`config.mk`:
```
export PLATFORM = sky130hd
export DESIGN_NAME = ugw_div
export DESIGN_NICKNAME = d
export VERILOG_FILES = /design/src/hdl/ugw_pkg.sv /design/src/hdl/ugw_div.sv
export SDC_FILE = /design/constraint.sdc
export NUM_CORES = 1
export LEC_CHECK = 0
export BUFFER_PORTS_ARGS = -buffer_cell sky130_fd_sc_hd__buf_2
export CORE_MARGIN = 2
export CORE_UTILIZATION = 30
export DETAILED_ROUTE_END_ITERATION = 12
export GPL_ROUTABILITY_DRIVEN = 0
export PLACE_DENSITY = 0.54
export SYNTH_ARGS = -nofsm -noshare
export SYNTH_HDL_FRONTEND = slang
export SYNTH_SLANG_ARGS = --single-unit
```
`constraint.sdc`:
```
create_clock -name clk -period 4 [get_ports clk]
set_clock_uncertainty 0.1 [all_clocks]
set_input_delay 0.2 -clock clk [delete_from_list [all_inputs] [get_ports clk]]
set_output_delay 0.2 -clock clk [all_outputs]
set_load 0.1 [all_outputs]
```
`src/hdl/ugw_pkg.sv`:
```
// Shared constants, types and helpers for the uniform grid ray walk block.
`default_nettype none
package ugw_pkg;

	localparam int GRID_MAX    = 16;
	localparam int LIST_BITS   = 20;
	localparam int TABLE_DEPTH = GRID_MAX * GRID_MAX * GRID_MAX + 1;
	localparam int MAX_RES     = 3 * GRID_MAX - 2;

	localparam logic OP_LOAD  = 1'b0;
	localparam logic OP_TRACE = 1'b1;

	localparam logic [2:0] REG_GRID_MIN_X  = 3'd0;
	localparam logic [2:0] REG_GRID_MIN_Y  = 3'd1;
	localparam logic [2:0] REG_GRID_MIN_Z  = 3'd2;
	localparam logic [2:0] REG_CELL_SIZE_X = 3'd3;
	localparam logic [2:0] REG_CELL_SIZE_Y = 3'd4;
	localparam logic [2:0] REG_CELL_SIZE_Z = 3'd5;
	localparam logic [2:0] REG_GRID_DIMS   = 3'd6;

	localparam logic signed [63:0] T_INF = 64'sh4000_0000_0000_0000;

	// status of a multi-cycle arithmetic unit
	typedef struct packed {
		logic busy;
		logic done;
	} ugw_unit_sts_t;

	// t + d, saturating at T_INF
	function automatic logic signed [63:0] sat_add(input logic signed [63:0] t,
		input logic signed [63:0] d);
		logic signed [63:0] s;
		s = t + d;
		if (t >= T_INF || d >= T_INF) return T_INF;
		return (s > T_INF) ? T_INF : s;
	endfunction

endpackage
`default_nettype wire

```
`src/hdl/ugw_div.sv`:
```
// Restoring divider, one quotient bit per cycle, truncates toward zero.
`default_nettype none
module ugw_div (
	input  wire logic                  clk,
	input  wire logic                  arst_n,
	input  wire logic                  start,
	input  wire logic signed [63:0]    num,
	input  wire logic signed [32:0]    den,
	output logic signed [63:0]         quo,
	output ugw_pkg::ugw_unit_sts_t     sts
);
	import ugw_pkg::*;

	logic        busy_q, done_q, neg_q;
	logic [5:0]  cnt_q;
	logic [32:0] rem_q;
	logic [32:0] dm_q;
	logic [63:0] qn_q;
	logic [63:0] num_mag;
	logic [32:0] den_mag;
	logic [33:0] trial;
	logic        fits;

	assign num_mag = num[63] ? (~num + 64'd1) : num;
	assign den_mag = den[32] ? (~den + 33'd1) : den;
	assign trial   = {rem_q, qn_q[63]};
	assign fits    = trial >= {1'b0, dm_q};

	always_ff @(posedge clk or negedge arst_n) begin
		if (!arst_n) begin
			busy_q <= 1'b0;
			done_q <= 1'b0;
			neg_q  <= 1'b0;
			cnt_q  <= '0;
			rem_q  <= '0;
			dm_q   <= '0;
			qn_q   <= '0;
		end else begin
			done_q <= 1'b0;
			if (start) begin
				busy_q <= 1'b1;
				neg_q  <= num[63] ^ den[32];
				cnt_q  <= '0;
				rem_q  <= '0;
				dm_q   <= den_mag;
				qn_q   <= num_mag;
			end else if (busy_q) begin
				rem_q <= fits ? 33'(trial - {1'b0, dm_q}) : trial[32:0];
				qn_q  <= {qn_q[62:0], fits};
				cnt_q <= cnt_q + 6'd1;
				if (cnt_q == 6'd63) begin
					busy_q <= 1'b0;
					done_q <= 1'b1;
				end
			end
		end
	end

	assign quo      = neg_q ? -$signed(qn_q) : $signed(qn_q);
	assign sts.busy = busy_q;
	assign sts.done = done_q;
endmodule
`default_nettype wire

```
==> results.yml <==
timing:
  fin_crit_sh_pct: 101
  setup_violations: 3
  tns_ns: -0.0428
  grt_setup_unrepaired: "yes"
  hold_ws_ns: 0.00128
  hold_viol: 0
  fin_ws_ns: -0.0218
  finalCriticalPeriod_ns: 4.02
  worst_pin_slew_ns: 1.11
  relSlewSlack_pct: 25.8
  fmax_mhz: 249
  drv_slew: 0
worst_setup_path:
  required_ns: 3.70
  critical_path.endpoint_type: "output pin"
  worstPathArrival_ns: 3.72
  ff2ff_path_depth: 11
  start_kind: "flop"
  critPathMaxFanout: 4
  critPathKind: "reg2out"
placement:
  port_buffers: 165
  placed_cells: 1998
  dpl.hpwl_um: 25400
power:
  total_power_mw: 8.15
  peakVddDrop_mv: 0.461
  power.density_nw_per_um2: 576
  leakagePower_nw: 6.33
global_route:
  grt_pass1_wl_um: 54100
  grt_start_max_net_pins: 227
  first_global_vias: 10300
  grtUsageTotal_pct: 17.4
  grt.overflow.total: 0
  grt_antenna_before_repair: 7
final_layout:
  final_layout_size_suffix_gt1_share_pct: 17.7
  final_cells: 2076
  finalNetCount: 1686
  fin_util_pct: 37.8
  syn_to_final_growth_pct: 25.3
  n_fill_cell: 3855
floorplan:
  placementRows: 71
  io_pins: 166
  die_width_um: 198
  dieHeight_um: 198
  dieArea_um2: 39200
  start_util_pct: 30.2
  coreArea_um2: 37400
run_status:
  violations: "setup timing"
  outcome: "finished with violations"
route:
  wl_per_cell_um: 16.2
  vias: 10500
  drc_errors: 0
  drtIter0Drc: 473
  via_per_inst: 5.04
  wl_um: 33600
  dr.pass1.iters: 5
  drtAntennaViolNets: 0
synthesis:
  synth_seq_cells: 139
  synth_top_cell_by_area: "dfrtp_1"
  yosys-top-cells-count: "139 x dfrtp_1, 139 x nand2_1, 123 x xnor2_1"
  synth_top_area_share_pct: 30.8
  synth_edf_count: 0
  synthArstFlopShare_pct: 100
  synth_cell_types: 62
  syn_area_per_cell_um2: 8.22
  syn_nets: 1513
  yosysWarnings: 0
  synthCells: 1375
  synth_area_um2: 11300
  synth_area_leaders: "dfrtp_1 31%, xnor2_1 9.5%, mux2i_1 5.1%"
  ys_seq_area_share_pct: 30.8
  synth_ff_type: "dfrtp_1"
run:
  drv_cap: 0
cts:
  clock_path_buffers: 2
  cts.sinks: 139
  cts-root-buf: "clkbuf_16"
  cts_tree: "done"
  clk-insertion-delay-late_ns: 0.43
  cts_buffers: 17
  htree_levels: 4
  clk_pin_slew_ns: 0.07
hold_path:
  worstHoldPathType: "in2reg"
  holdPathStages: 4
==> cells in the final DEF, fill, tap and decap left out, types with 17 or more instances in the layout <==
cell type / synthesis / routed
ha_1: 37 / 37
nor3_1: 20 / 20
clkbuf_16: 0 / 18
nor2_1: 114 / 112
mux2i_1: 57 / 57
dfrtp_1: 139 / 136
or4_1: 25 / 25
o21ai_0: 113 / 113
buf_4: 3 / 38
nand3_1: 19 / 19
o41ai_1: 25 / 25
inv_1: 55 / 55
buf_2: 1 / 138
xor2_1: 59 / 59
xnor2_1: 123 / 121
nand2_1: 139 / 138
a211oi_1: 38 / 38
a21oi_1: 101 / 100
buf_12: 0 / 23
dlygate4sd3_1: 0 / 28
or3_1: 20 / 17
nor2b_1: 25 / 25
o31ai_1: 46 / 44
==> flip-flops by register name, summed over array words and instances (netlist names) <==
name / flops
busy_q: 1
neg_q: 1
qn_q: 64
rem_q: 33
dm_q: 33
cnt_q: 6
done_q: 1
==> where the power goes <==
part / internal (mW) / total [mW] / switching, mW
sequential: 1.68 / 2.00 / 0.312
combinational: 1.55 / 4.53 / 2.98
clock: 0.900 / 1.62 / 0.721
total: 4.14 / 8.15 / 4.01
==> critical path, stage by stage (launching register included) <==
cell,delay [ns]
dfrtp_1,0.38
or4_4,0.59
nor4_4,0.19
nand4_1,0.20
or4_4,0.48
or2_4,0.29
nand2b_4,0.15
or3_4,0.40
buf_4,0.15
nand2_2,0.07
xnor2_2,0.14
clkbuf_16,0.23
==> routing by layer <==
| layer | wire length [µm] | vias to the layer above | track usage, % |
|---|---|---|---|
| li1 | - | 5271 | - |
| met1 | 14400 | 4944 | 21.1 |
| met2 | 16700 | 208 | 30.8 |
| met3 | 1800 | 38 | 3.90 |
| met4 | 757 | 6 | 5.43 |
| met5 | 32 | - | 0 |
==> path summary, 6_finish.rpt <==
check                          from        end  slack, ns
max in group asynchronous    arst_n   cnt_q[5]       2.63
min                         num[57]   qn_q[57]      0.001
min in group asynchronous    arst_n    dm_q[9]       0.34
min reg2reg                dm_q[10]   dm_q[10]       0.43
max                         qn_q[6]    quo[56]      -0.02
max reg2reg                 dm_q[0]  rem_q[30]       0.51
==> cell type report <==
| cell class | instances | area, µm² | area share (%) |
|---|---|---|---|
| repair buffers | 232 | 1830 | 12.9 |
| diodes | 4 | 10.0 | 0.0707 |
| flip-flops and latches | 139 | 3480 | 24.6 |
| clock buffers | 18 | 439 | 3.10 |
| clock inverters | 14 | 149 | 1.05 |
| inverters | 56 | 210 | 1.49 |
| well taps | 511 | 639 | 4.52 |
| multi-input cells | 1102 | 7390 | 52.2 |
==> timing repair <==
item / 4_1_cts / 5_1_grt
gates resized for setup: 15 / 7
endpoints found under the setup margin: 13 / 9
endpoints found under the hold margin: 112 / 0
setup buffers: 12 / 2
hold buffers: 28 / 0
pin swaps: 2 / 2
==> through the flow <==
stage	setup WS, ns	cell area, µm²
4_1_cts	-0.0251	14100
6_report	-0.0218	14100
3_3_place_gp	0.169	13100
2_1_floorplan	0.0311	11300
3_5_place_dp	0.154	13100
5_1_grt	-0.144	14100
==> kinds of logic (layout without fill, tap and decap cells) <==
family	Yosys count	count (layout)	share of synthesized area (%)
buf+inv	134	320	4.63
xor+xnor	182	182	14.1
flops	139	139	30.8
compound gates	391	391	22.1
other cells	0	4	0
simple gates	430	430	18.7
fa+ha+maj	38	38	4.28
mux	61	61	5.45
(Power assumes the default switching activity.)
