**config.mk**
```make
export PLATFORM = sky130hd
export DESIGN_NAME = ugw_mul
export DESIGN_NICKNAME = d
export VERILOG_FILES = /design/src/hdl/ugw_pkg.sv /design/src/hdl/ugw_mul.sv
export SDC_FILE = /design/constraint.sdc
export NUM_CORES = 1
export LEC_CHECK = 0
export CELL_PAD_IN_SITES_DETAIL_PLACEMENT = 1
export CELL_PAD_IN_SITES_GLOBAL_PLACEMENT = 1
export CORE_UTILIZATION = 49
export CTS_CLUSTER_DIAMETER = 60
export CTS_CLUSTER_SIZE = 8
export DETAILED_ROUTE_END_ITERATION = 8
export DONT_BUFFER_PORTS = 1
export MAX_ROUTING_LAYER = met4
export PLACE_DENSITY = 0.8
export REMOVE_ABC_BUFFERS = 1
export SYNTH_ARGS = -nofsm -noshare
export SYNTH_HDL_FRONTEND = slang
export SYNTH_SLANG_ARGS = --single-unit
```
**constraint.sdc**
```tcl
create_clock -name clk -period 4.3 [get_ports clk]
set_input_delay 0.215 -clock clk [delete_from_list [all_inputs] [get_ports clk]]
set_output_delay 0.215 -clock clk [all_outputs]
set_load 0.1 [all_outputs]
```
**src/hdl/ugw_pkg.sv**
```systemverilog
// Shared constants, types and helpers for the uniform grid ray walk block.
`default_nettype none
package ugw_pkg;

	localparam int GRID_MAX    = 16;
	localparam int LIST_BITS   = 20;
	localparam int TABLE_DEPTH = GRID_MAX * GRID_MAX * GRID_MAX + 1;
	localparam int MAX_RES     = 3 * GRID_MAX - 2;

	localparam logic OP_LOAD  = 1'b0;
	localparam logic OP_TRACE = 1'b1;

	localparam logic [2:0] REG_GRID_MIN_X  = 3'd0;
	localparam logic [2:0] REG_GRID_MIN_Y  = 3'd1;
	localparam logic [2:0] REG_GRID_MIN_Z  = 3'd2;
	localparam logic [2:0] REG_CELL_SIZE_X = 3'd3;
	localparam logic [2:0] REG_CELL_SIZE_Y = 3'd4;
	localparam logic [2:0] REG_CELL_SIZE_Z = 3'd5;
	localparam logic [2:0] REG_GRID_DIMS   = 3'd6;

	localparam logic signed [63:0] T_INF = 64'sh4000_0000_0000_0000;

	// status of a multi-cycle arithmetic unit
	typedef struct packed {
		logic busy;
		logic done;
	} ugw_unit_sts_t;

	// t + d, saturating at T_INF
	function automatic logic signed [63:0] sat_add(input logic signed [63:0] t,
		input logic signed [63:0] d);
		logic signed [63:0] s;
		s = t + d;
		if (t >= T_INF || d >= T_INF) return T_INF;
		return (s > T_INF) ? T_INF : s;
	endfunction

endpackage
`default_nettype wire

```
**src/hdl/ugw_mul.sv**
```systemverilog
// Shift-add multiplier: (a * b) / 65536 truncated toward zero.
`default_nettype none
module ugw_mul (
	input  wire logic                  clk,
	input  wire logic                  arst_n,
	input  wire logic                  start,
	input  wire logic signed [63:0]    a,
	input  wire logic signed [31:0]    b,
	output logic signed [63:0]         prod,
	output ugw_pkg::ugw_unit_sts_t     sts
);
	import ugw_pkg::*;

	logic        busy_q, done_q, neg_q;
	logic [4:0]  cnt_q;
	logic [63:0] mc_q, acc_q;
	logic [31:0] mp_q;
	logic [63:0] scaled;

	always_ff @(posedge clk or negedge arst_n) begin
		if (!arst_n) begin
			busy_q <= 1'b0;
			done_q <= 1'b0;
			neg_q  <= 1'b0;
			cnt_q  <= '0;
			mc_q   <= '0;
			mp_q   <= '0;
			acc_q  <= '0;
		end else begin
			done_q <= 1'b0;
			if (start) begin
				busy_q <= 1'b1;
				neg_q  <= a[63] ^ b[31];
				cnt_q  <= '0;
				mc_q   <= a[63] ? (~a + 64'd1) : a;
				mp_q   <= b[31] ? (~b + 32'd1) : b;
				acc_q  <= '0;
			end else if (busy_q) begin
				if (mp_q[0]) acc_q <= acc_q + mc_q;
				mc_q  <= {mc_q[62:0], 1'b0};
				mp_q  <= {1'b0, mp_q[31:1]};
				cnt_q <= cnt_q + 5'd1;
				if (cnt_q == 5'd31) begin
					busy_q <= 1'b0;
					done_q <= 1'b1;
				end
			end
		end
	end

	assign scaled   = {16'd0, acc_q[63:16]};
	assign prod     = neg_q ? -$signed(scaled) : $signed(scaled);
	assign sts.busy = busy_q;
	assign sts.done = done_q;
endmodule
`default_nettype wire

```
==> results.toml, run 1 <==
[setup_path]
timing.rr.start = "mc_q[2]"
arrival_ps = 3860
critPathLaunchType = "flop"
critPathLaunch = "acc_q[52]"
worst-path-max-fanout = 17
crit_type = "flop to output port"
required_ps = 4090
crit_path_end_kind = "output port"

[global_routing]
antenna_found_initial = 1
grt_pass1_vias = 14110
grt_usage_pct = 34.94
grt_overflow = 0
grt_pass1_wl_mm = 77.65
grt_max_degree = 239

[floorplan]
core_area_um2 = 28010
rows = 61
die_h_um = 171.4
die_area_um2 = 29380
start_util_pct = 50.20
num_io_pins = 165
die_w_um = 171.4

[synthesis]
yosys.area_share.adder_pct = 6.193
ys_seq_area_share_pct = 29.90
synth_compound_area_share_pct = 24.17
async_flop_share_pct = 100.0
synthDistinctLibCells = 67
synth_top_flop_cell = "dfrtp_1"
synth_mux_area_share_pct = 5.989
synth_top_family_by_area = "compound AO/OA/AOI/OAI gates"
ys_ff_latch = 168
syn_inst = 1742
yosys_warnings = 0
yosys.area_share.simple_pct = 19.43
synth_xor_area_share_pct = 10.84
synth_edf_count = 0
syn_area_per_cell_um2 = 8.072
syn-cell-area_um2 = 14060

[worst_hold_path]
hold_start = "a[59]"
hold_path_class = "primary input to flop"

[drt]
dr.pass1.iters = 5
postRouteAntennaNets = 0
first_iter_violations = 1001
drt_wl_total_mm = 48.84
dr_total_vias = 13820
wire_per_inst_um = 22.45
avgViaCountPerCell = 6.352
drcViolationCount = 0

[final_layout]
postLayoutCellArea_um2 = 16420
drive_gt1_share_pct = 8.792
final_common_cell = "nand2_1"
layout_common_cells = "252 x nand2_1, 186 x o21ai_0, 166 x dfrtp_1"
layout.nets = 1952
area_delta_synth_final_pct = 16.79

[clock_tree]
cts.htree.levels = 4
cts_tree = "done"
cts_sinks = 168
ctsLongestPathBuffers = 2
cts_root_buffer = "clkbuf_16"
clkTransAtPathRegs_ps = 90
clk_latency_ps = 460
numCtsBuffers = 17

[power]
peakVddDrop_mv = 0.2495
p_sw_mw = 4.351
powerDensity_nw_per_um2 = 506.0
swShare_pct = 52.37
intPower_mw = 3.958
seq_power_share_pct = 25.7
leakagePower_nw = 7.274
clkPwrFrac_pct = 19.7
comb_power_share_pct = 54.6

[sta]
hold_slack_ps = 5.491
fmax_mhz = 245.3
relSlewSlack_pct = 17.62
setup_viol = 0
maxSlewViolCount = 0
skew_ps = 20.58
rsz0062_at_grt = "no"
hold_violations = 0
fin_crit_sh_pct = 94.79
period_minus_slack_ps = 4076
tightest_slew_ps = 1230

[placed_design]
gp_congestion = 0.9270
dp_hpwl_mm = 32.83
portBuffers = 0
place_area_um2 = 14970

[flow_run]
maxCapViolations = 0

[run_status]
outcome = "finished, final reports clean"
[power by group through the flow]
stage	combinational (mW)	clock [mW]	sequential, mW
floorplan	3.34	0	2.03
global placement	4.25	0	2.13
detailed placement	4.33	0	2.15
CTS	4.50	1.65	2.12
global route	4.82	1.72	2.16
finish	4.54	1.64	2.13
[state kept, by name, summed over array words and instances, names as in the netlist]
signal and cells:
acc_q 64, mc_q 64, mp_q 32, cnt_q 5
busy_q 1, done_q 1, neg_q 1
[cell usage after synthesis (4+ instances only)]
library cell  number  area [um2]
a2111oi_0          4       35.03
a211oi_1          25       187.7
a21boi_0           7       52.55
a21o_1            28       210.2
a21oi_1          149       745.7
a31oi_1            4       25.02
and2_1             5       31.28
and3_1            11       68.82
buf_1             21       78.83
clkbuf_1          73       274.0
dfrtp_1          168        4204
ha_1              68       850.8
inv_1             27       101.4
mux2i_1           83       830.8
nand2_1          253       949.7
nand2b_1          11       68.82
nand3_1           35       175.2
nand3b_1           7       52.55
nand4_1           28       175.2
nor2_1            77       289.0
nor2b_1           21       131.4
nor3_1            23       115.1
nor3b_1            5       37.54
nor4_1             8       50.05
o211ai_1           6       45.04
o21a_1            13       97.59
o21ai_0          187       935.9
o21bai_1          14       105.1
o22ai_1            5       31.28
o31a_1            16       140.1
o31ai_1           39       292.8
o41ai_1           22       192.7
or2_2             11       68.82
or3_1             39       244.0
or4_1             24       180.2
xnor2_1          138        1209
xor2_1            36       315.3
[stage by stage]
stage	power (mW)	TNS, ps	instances	setup slack [ps]	utilization [%]
floorplan	5.373	-177980	1643	-3561	-
global placement	6.384	0	2064	508.8	53.43
detailed placement	6.478	0	2064	368.7	53.43
CTS	8.276	0	2173	38.38	58.57
global route	8.703	0	2176	107.2	58.63
finish	8.309	0	2176	224.1	58.63
[critical path: stages, from the launching register on]
cell,delay [ps]
dfrtp_1,510
or4_1,600
or4_1,470
or2_2,330
or4_1,720
o21ai_0,400
xnor2_2,170
buf_12,200
[cell type report]
type | count | area (um2)
Fill cell | 3313 | 11590
Multi-Input combinational cell | 1447 | 9727
Sequential cell | 168 | 4209
Timing Repair Buffer | 122 | 1274
Tap cell | 378 | 473.0
Clock buffer | 17 | 425.4
Clock inverter | 15 | 206.4
Inverter | 28 | 105.1
Antenna cell | 1 | 2.502
[cells by family (layout without fill, tap and decap cells)]
kind of cell	count (synthesis)	in the layout
muxes	84	84
and+or+nand+nor	568	568
xor gates and xnor gates	174	174
buffers and inverters	127	182
other	0	1
AOI/OAI and AO/OA	552	552
DFF	168	168
adders and majority gates	69	69
[final timing paths]
check | depth (start not counted) | slack, ps | end
max | 7 | 220 | prod[47]
min | 3 | 5 | mc_q[59]
max reg2reg | 11 | 470 | acc_q[63]
min reg2reg | 2 | 530 | acc_q[14]
max in group asynchronous | 2 | 2970 | busy_q
min in group asynchronous | 2 | 370 | mc_q[30]
[layer usage]
layer	up-vias	part of all wire [%]	GRT usage, %
met1	6992	46	45.62
met5	-	0	-
met3	59	4.7	4.901
met2	344	48	57.18
met4	0	1.8	8.424
li1	6428	-	-
[repair_timing]
action / CTS / global route
gates resized for setup: 1 / 0
pin swaps: 0 / 1
endpoints found under the setup margin: 3 / 6
buffers inserted: 3 / 2
hold buffers: 74 / 0
hold endpoints to repair: 320 / 0
gates cloned: 0 / 0
Power figures use the tool's default switching activity.
==> run 2: changes to the inputs <==
--- a/config.mk
+++ b/config.mk
@@ -12,6 +12,7 @@
 export CTS_CLUSTER_SIZE = 8
 export DETAILED_ROUTE_END_ITERATION = 8
 export DONT_BUFFER_PORTS = 1
+export GPL_TIMING_DRIVEN = 0
 export MAX_ROUTING_LAYER = met4
 export PLACE_DENSITY = 0.8
 export REMOVE_ABC_BUFFERS = 1
==> results.toml, run 2 (synthesis gave the netlist of run 1 again) <==
[final_layout]
layout_common_cells = "252 x nand2_1, 185 x o21ai_0, 165 x dfrtp_1"
top_regs = "acc_q x64, mc_q x64, mp_q x32"
num-fill-cells = 3310
drive_gt1_share_pct = 7.123
postLayoutCellArea_um2 = 16050
area_delta_synth_final_pct = 14.16
instances_no_fill = 2133
final_common_cell = "nand2_1"
final_util_pct = 57.31
n_antenna_cell = 0
layout.nets = 1910

[drt]
avgViaCountPerCell = 6.310
drt_wl_total_mm = 47.66
drcViolationCount = 0
dr_total_vias = 13460
wire_per_inst_um = 22.34
postRouteAntennaNets = 0
dr.pass1.iters = 5
first_iter_violations = 812

[clock_tree]
clkTransAtPathRegs_ps = 90
cts_sinks = 168
cts_tree = "done"
cts_root_buffer = "clkbuf_16"
clk_latency_ps = 440
ctsLongestPathBuffers = 2
cts.htree.levels = 4
numCtsBuffers = 17

[setup_path]
max_stage_delay_ps = 710
critPathTopFamily = "simple AND/OR/NAND/NOR gates"
path_cells = "or4_1, or4_1, or2_2, or4_1, o21ai_0, xnor2_2"
reg2regPathDepth = 12
worst-path-buf-inv = 0
required_ps = 4090
crit_type = "flop to output port"
worst-path-stages = 6
critPathLaunchType = "flop"
arrival_ps = 3990
crit_path_end_kind = "output port"
critical_path.most_common_cell = "or4_1"
worst-path-max-fanout = 17
cp_slowest_cell = "or4_1"

[sta]
skew_ps = 25.79
relSlewSlack_pct = 15.86
period_minus_slack_ps = 4201
setup_viol = 0
maxSlewViolCount = 0
fmax_mhz = 238.0
fin_crit_sh_pct = 97.71
worst_slack_ps = 98.51
tightest_slew_ps = 1256
setup-tns-final_ps = 0
hold_slack_ps = 2.183
hold_violations = 0

[power]
clkPwrFrac_pct = 20.9
seq_power_share_pct = 26.8
powerDensity_nw_per_um2 = 500.6
leakagePower_nw = 7.057
p_sw_mw = 4.277
intPower_mw = 3.759
p_total_mw = 8.036
comb_power_share_pct = 52.4
swShare_pct = 53.22
peakVddDrop_mv = 0.2130

[floorplan]
start_util_pct = 50.20
die_area_um2 = 29380
num_io_pins = 165
rows = 61
core_area_um2 = 28010
die_h_um = 171.4
die_w_um = 171.4

[global_routing]
antenna_found_initial = 0
grt_usage_pct = 33.91
grt_pass1_wl_mm = 75.56
grt_overflow = 0
grt_pass1_vias = 13930
grt_max_degree = 242

[placed_design]
portBuffers = 0
pre_cts_ws_ps = -392.8
place_area_um2 = 14600
dp_hpwl_mm = 32.07
gp_congestion = 0.9722
dp.cells = 2026

[worst_hold_path]
hold_path_class = "primary input to flop"
worstHoldPathCells = 3

[flow_run]
maxCapViolations = 0

[run_status]
outcome = "finished, final reports clean"
## run 2: changes by cell type in the layout (fill, tap and decap cells not counted), moves of 2 or more
cell / previous run / this run
xnor2_2: 46 / 44
nor3_1: 23 / 21
xnor2_4: 0 / 2
buf_12: 11 / 3
nor3_2: 0 / 2
dlygate4sd3_1: 72 / 68
clkinv_8: 10 / 4
inv_8: 0 / 5
buf_4: 37 / 5
## run 2: area by class of cell
type	instances	area [um2]	share of cell area, %
clock inverters	15	195.2	1.216
multi-input cells	1447	9777	60.91
clock buffers	17	425.4	2.650
well taps	378	473.0	2.946
flip-flops and latches	168	4210	26.23
repair buffers	80	865.8	5.394
inverters	28	105.1	0.6548
## run 2: path summary, 6_finish.rpt
path	to	slack [ps]	start
max in group asynchronous	busy_q	2990	arst_n
worst max-delay path	prod[47]	100	acc_q[55]
worst min-delay path	mc_q[13]	2	a[13]
min in group asynchronous	acc_q[26]	420	arst_n
worst max register to register	acc_q[34]	230	mc_q[0]
worst min register to register	acc_q[0]	540	acc_q[0]
## run 2: power groups by stage
stage          logic, mW  registers [mW]  clock network (mW)
2_1_floorplan       3.34            2.03                   0
4_1_cts             4.17            2.14                1.69
5_1_grt             4.49            2.18                1.74
6_report            4.21            2.15                1.68
3_5_place_dp        4.00            2.16                   0
3_3_place_gp        3.75            2.13                   0
## run 2: worst register-to-register path, stage by stage, from the launching register on
cell and delay (ps):
dfrtp_1 400, ha_1 210, inv_1 70, fa_1 400, nand2b_1 190, a211oi_1 400
o21ai_0 420, a31oi_1 290, a211oi_1 120, o31ai_1 760, a21oi_1 180, and4_1 250
a311o_1 270
## run 2: what timing repair did
| action | CTS | global route |
|---|---|---|
| resized for setup | 4 | 5 |
| endpoints found under the hold margin | 319 | 0 |
| setup endpoints to repair | 34 | 3 |
| gates cloned | 0 | 0 |
| pin swaps | 2 | 0 |
| hold buffers | 70 | 0 |
| buffers inserted | 5 | 0 |
## run 2: layer usage
layer	global-route usage (%)	up-vias	share of wire, %
met1	44.60	6767	47
met3	4.533	68	3.8
met4	9.627	0	2.1
met5	-	-	0
li1	-	6328	-
met2	54.56	297	47
==> run 3: changes to the inputs <==
--- a/config.mk
+++ b/config.mk
@@ -13,8 +13,9 @@
 export DETAILED_ROUTE_END_ITERATION = 8
 export DONT_BUFFER_PORTS = 1
 export GPL_TIMING_DRIVEN = 0
+export HOLD_SLACK_MARGIN = 0.08
 export MAX_ROUTING_LAYER = met4
-export PLACE_DENSITY = 0.8
+export PLACE_DENSITY_LB_ADDON = 0.05
 export REMOVE_ABC_BUFFERS = 1
 export SYNTH_ARGS = -nofsm -noshare
 export SYNTH_HDL_FRONTEND = slang
==> results.toml, run 3 (synthesis gave the netlist of run 1 again) <==
[global_routing]
grt_overflow = 0
grt_pass1_wl_mm = 81.08
grt_max_degree = 249
antenna_found_initial = 0
grt_pass1_vias = 14580
grt_usage_pct = 36.69

[sta]
setup-tns-final_ps = 0
hold_violations = 0
skew_ps = 21.45
period_minus_slack_ps = 4289
fmax_mhz = 233.2
rsz0062_at_grt = "yes"
fin_crit_sh_pct = 99.73
hold_slack_ps = 77.81
worst_slack_ps = 11.40
tightest_slew_ps = 1278
maxSlewViolCount = 0
relSlewSlack_pct = 14.41
setup_viol = 0

[setup_path]
path_cells = "or4_1, or4_1, or2_2, or4_1, o21ai_0, xnor2_2"
crit_type = "flop to output port"
critPathLaunchType = "flop"
required_ps = 4090
crit_path_end_kind = "output port"
arrival_ps = 4070
cp_slowest_cell = "or4_1"
critical_path.most_common_cell = "or4_1"
worst-path-max-fanout = 17
r2r-end = "acc_q[54]"
max_stage_delay_ps = 720
r2r_slack_ps = 50
reg2regPathDepth = 10
timing.rr.start = "mc_q[3]"

[flow_run]
maxCapViolations = 0

[floorplan]
rows = 61
die_h_um = 171.4
die_w_um = 171.4
die_area_um2 = 29380
core_area_um2 = 28010
num_io_pins = 165
start_util_pct = 50.20

[final_layout]
top_regs = "acc_q x64, mc_q x64, mp_q x32"
drive_gt1_share_pct = 6.988
final_common_cell = "nand2_1"
layout.nets = 1958
area_delta_synth_final_pct = 18.06
multi_input_area_um2 = 9808
regArea_um2 = 4210
n_antenna_cell = 0
num-fill-cells = 3296
layout_common_cells = "252 x nand2_1, 185 x o21ai_0, 165 x dfrtp_1"

[drt]
postRouteAntennaNets = 0
avgViaCountPerCell = 6.430
dr_total_vias = 14020
drt_wl_total_mm = 52.04
wire_per_inst_um = 23.86
first_iter_violations = 999
drcViolationCount = 0
dr.pass1.iters = 6

[clock_tree]
cts_tree = "done"
cts.htree.levels = 4
numCtsBuffers = 17
ctsLongestPathBuffers = 2
clk_latency_ps = 460
cts_root_buffer = "clkbuf_16"
clkTransAtPathRegs_ps = 100
cts_sinks = 168

[worst_hold_path]
holdPathEnd = "mc_q[34]"
hold_path_class = "primary input to flop"
worstHoldPathCells = 4
hold_start = "a[63]"

[placed_design]
pre_cts_ws_ps = -311.3
gp_congestion = 0.9540
portBuffers = 0
dp_hpwl_mm = 32.01

[power]
powerDensity_nw_per_um2 = 495.6
leakagePower_nw = 7.279
peakVddDrop_mv = 0.2403

[run_status]
outcome = "finished, final reports clean"
-- run 3: cell type report --
| type | count | area share (%) |
|---|---|---|
| tap | 378 | 2.849 |
| timing repair buffer | 128 | 8.185 |
| multi-input combinational | 1447 | 59.08 |
| sequential | 168 | 25.36 |
| clock buffer | 17 | 2.563 |
| clock inverter | 15 | 1.327 |
| inverter | 28 | 0.6331 |
-- run 3: worst max-delay path by stage --
stage                     cells past startpoint         to  slack (ps)      start
after detailed placement                      8   prod[46]        -310  acc_q[16]
after CTS                                     8   prod[46]         130  acc_q[20]
final                                         6   prod[47]          10  acc_q[55]
after global placement                        4  acc_q[63]       -6450     busy_q
after global routing                          6   prod[47]         -60  acc_q[55]
after floorplan                               4  acc_q[63]       -3560     busy_q
-- run 3: power breakdown --
group	leakage [nW]	total, mW	switching, mW	internal (mW)
sequential	2.11	2.17	0.373	1.80
clock	0.312	1.74	0.911	0.825
combinational	4.86	4.32	3.16	1.16
total	7.28	8.23	4.44	3.78
-- run 3: worst max-delay path, delay by kind of cell, from the launching register on --
kind	cells	cell delay (ps)
simple gates	4	2220
xor+xnor	1	480
compound gates	1	400
flops	1	490
-- run 3: metal layers --
layer / up-vias / GRT usage (%) / wire (um)
met2: 427 / 62.50 / 25990
met1: 7036 / 44.42 / 22250
met3: 141 / 4.878 / 2071
met5: - / - / 0
met4: 0 / 13.08 / 1718
li1: 6419 / - / -
-- run 3: stage by stage --
stage	instance area, um2	utilization [%]	total power [mW]	cells
finish	16600	59.27	8.228	2181
global route	16600	59.27	8.584	2181
CTS	16540	59.04	8.101	2181
detailed placement	14610	52.15	6.170	2025
global placement	14150	50.51	5.903	2021
floorplan	13680	-	5.373	1643
-- run 3: timing repair --
item | 4_1_cts | 5_1_grt
buffers inserted | 5 | 0
pin swaps | 2 | 0
endpoints found under the setup margin | 42 | 6
endpoints found under the hold margin | 322 | 0
gates cloned | 0 | 0
hold buffers | 119 | 0
gates resized for setup | 6 | 9
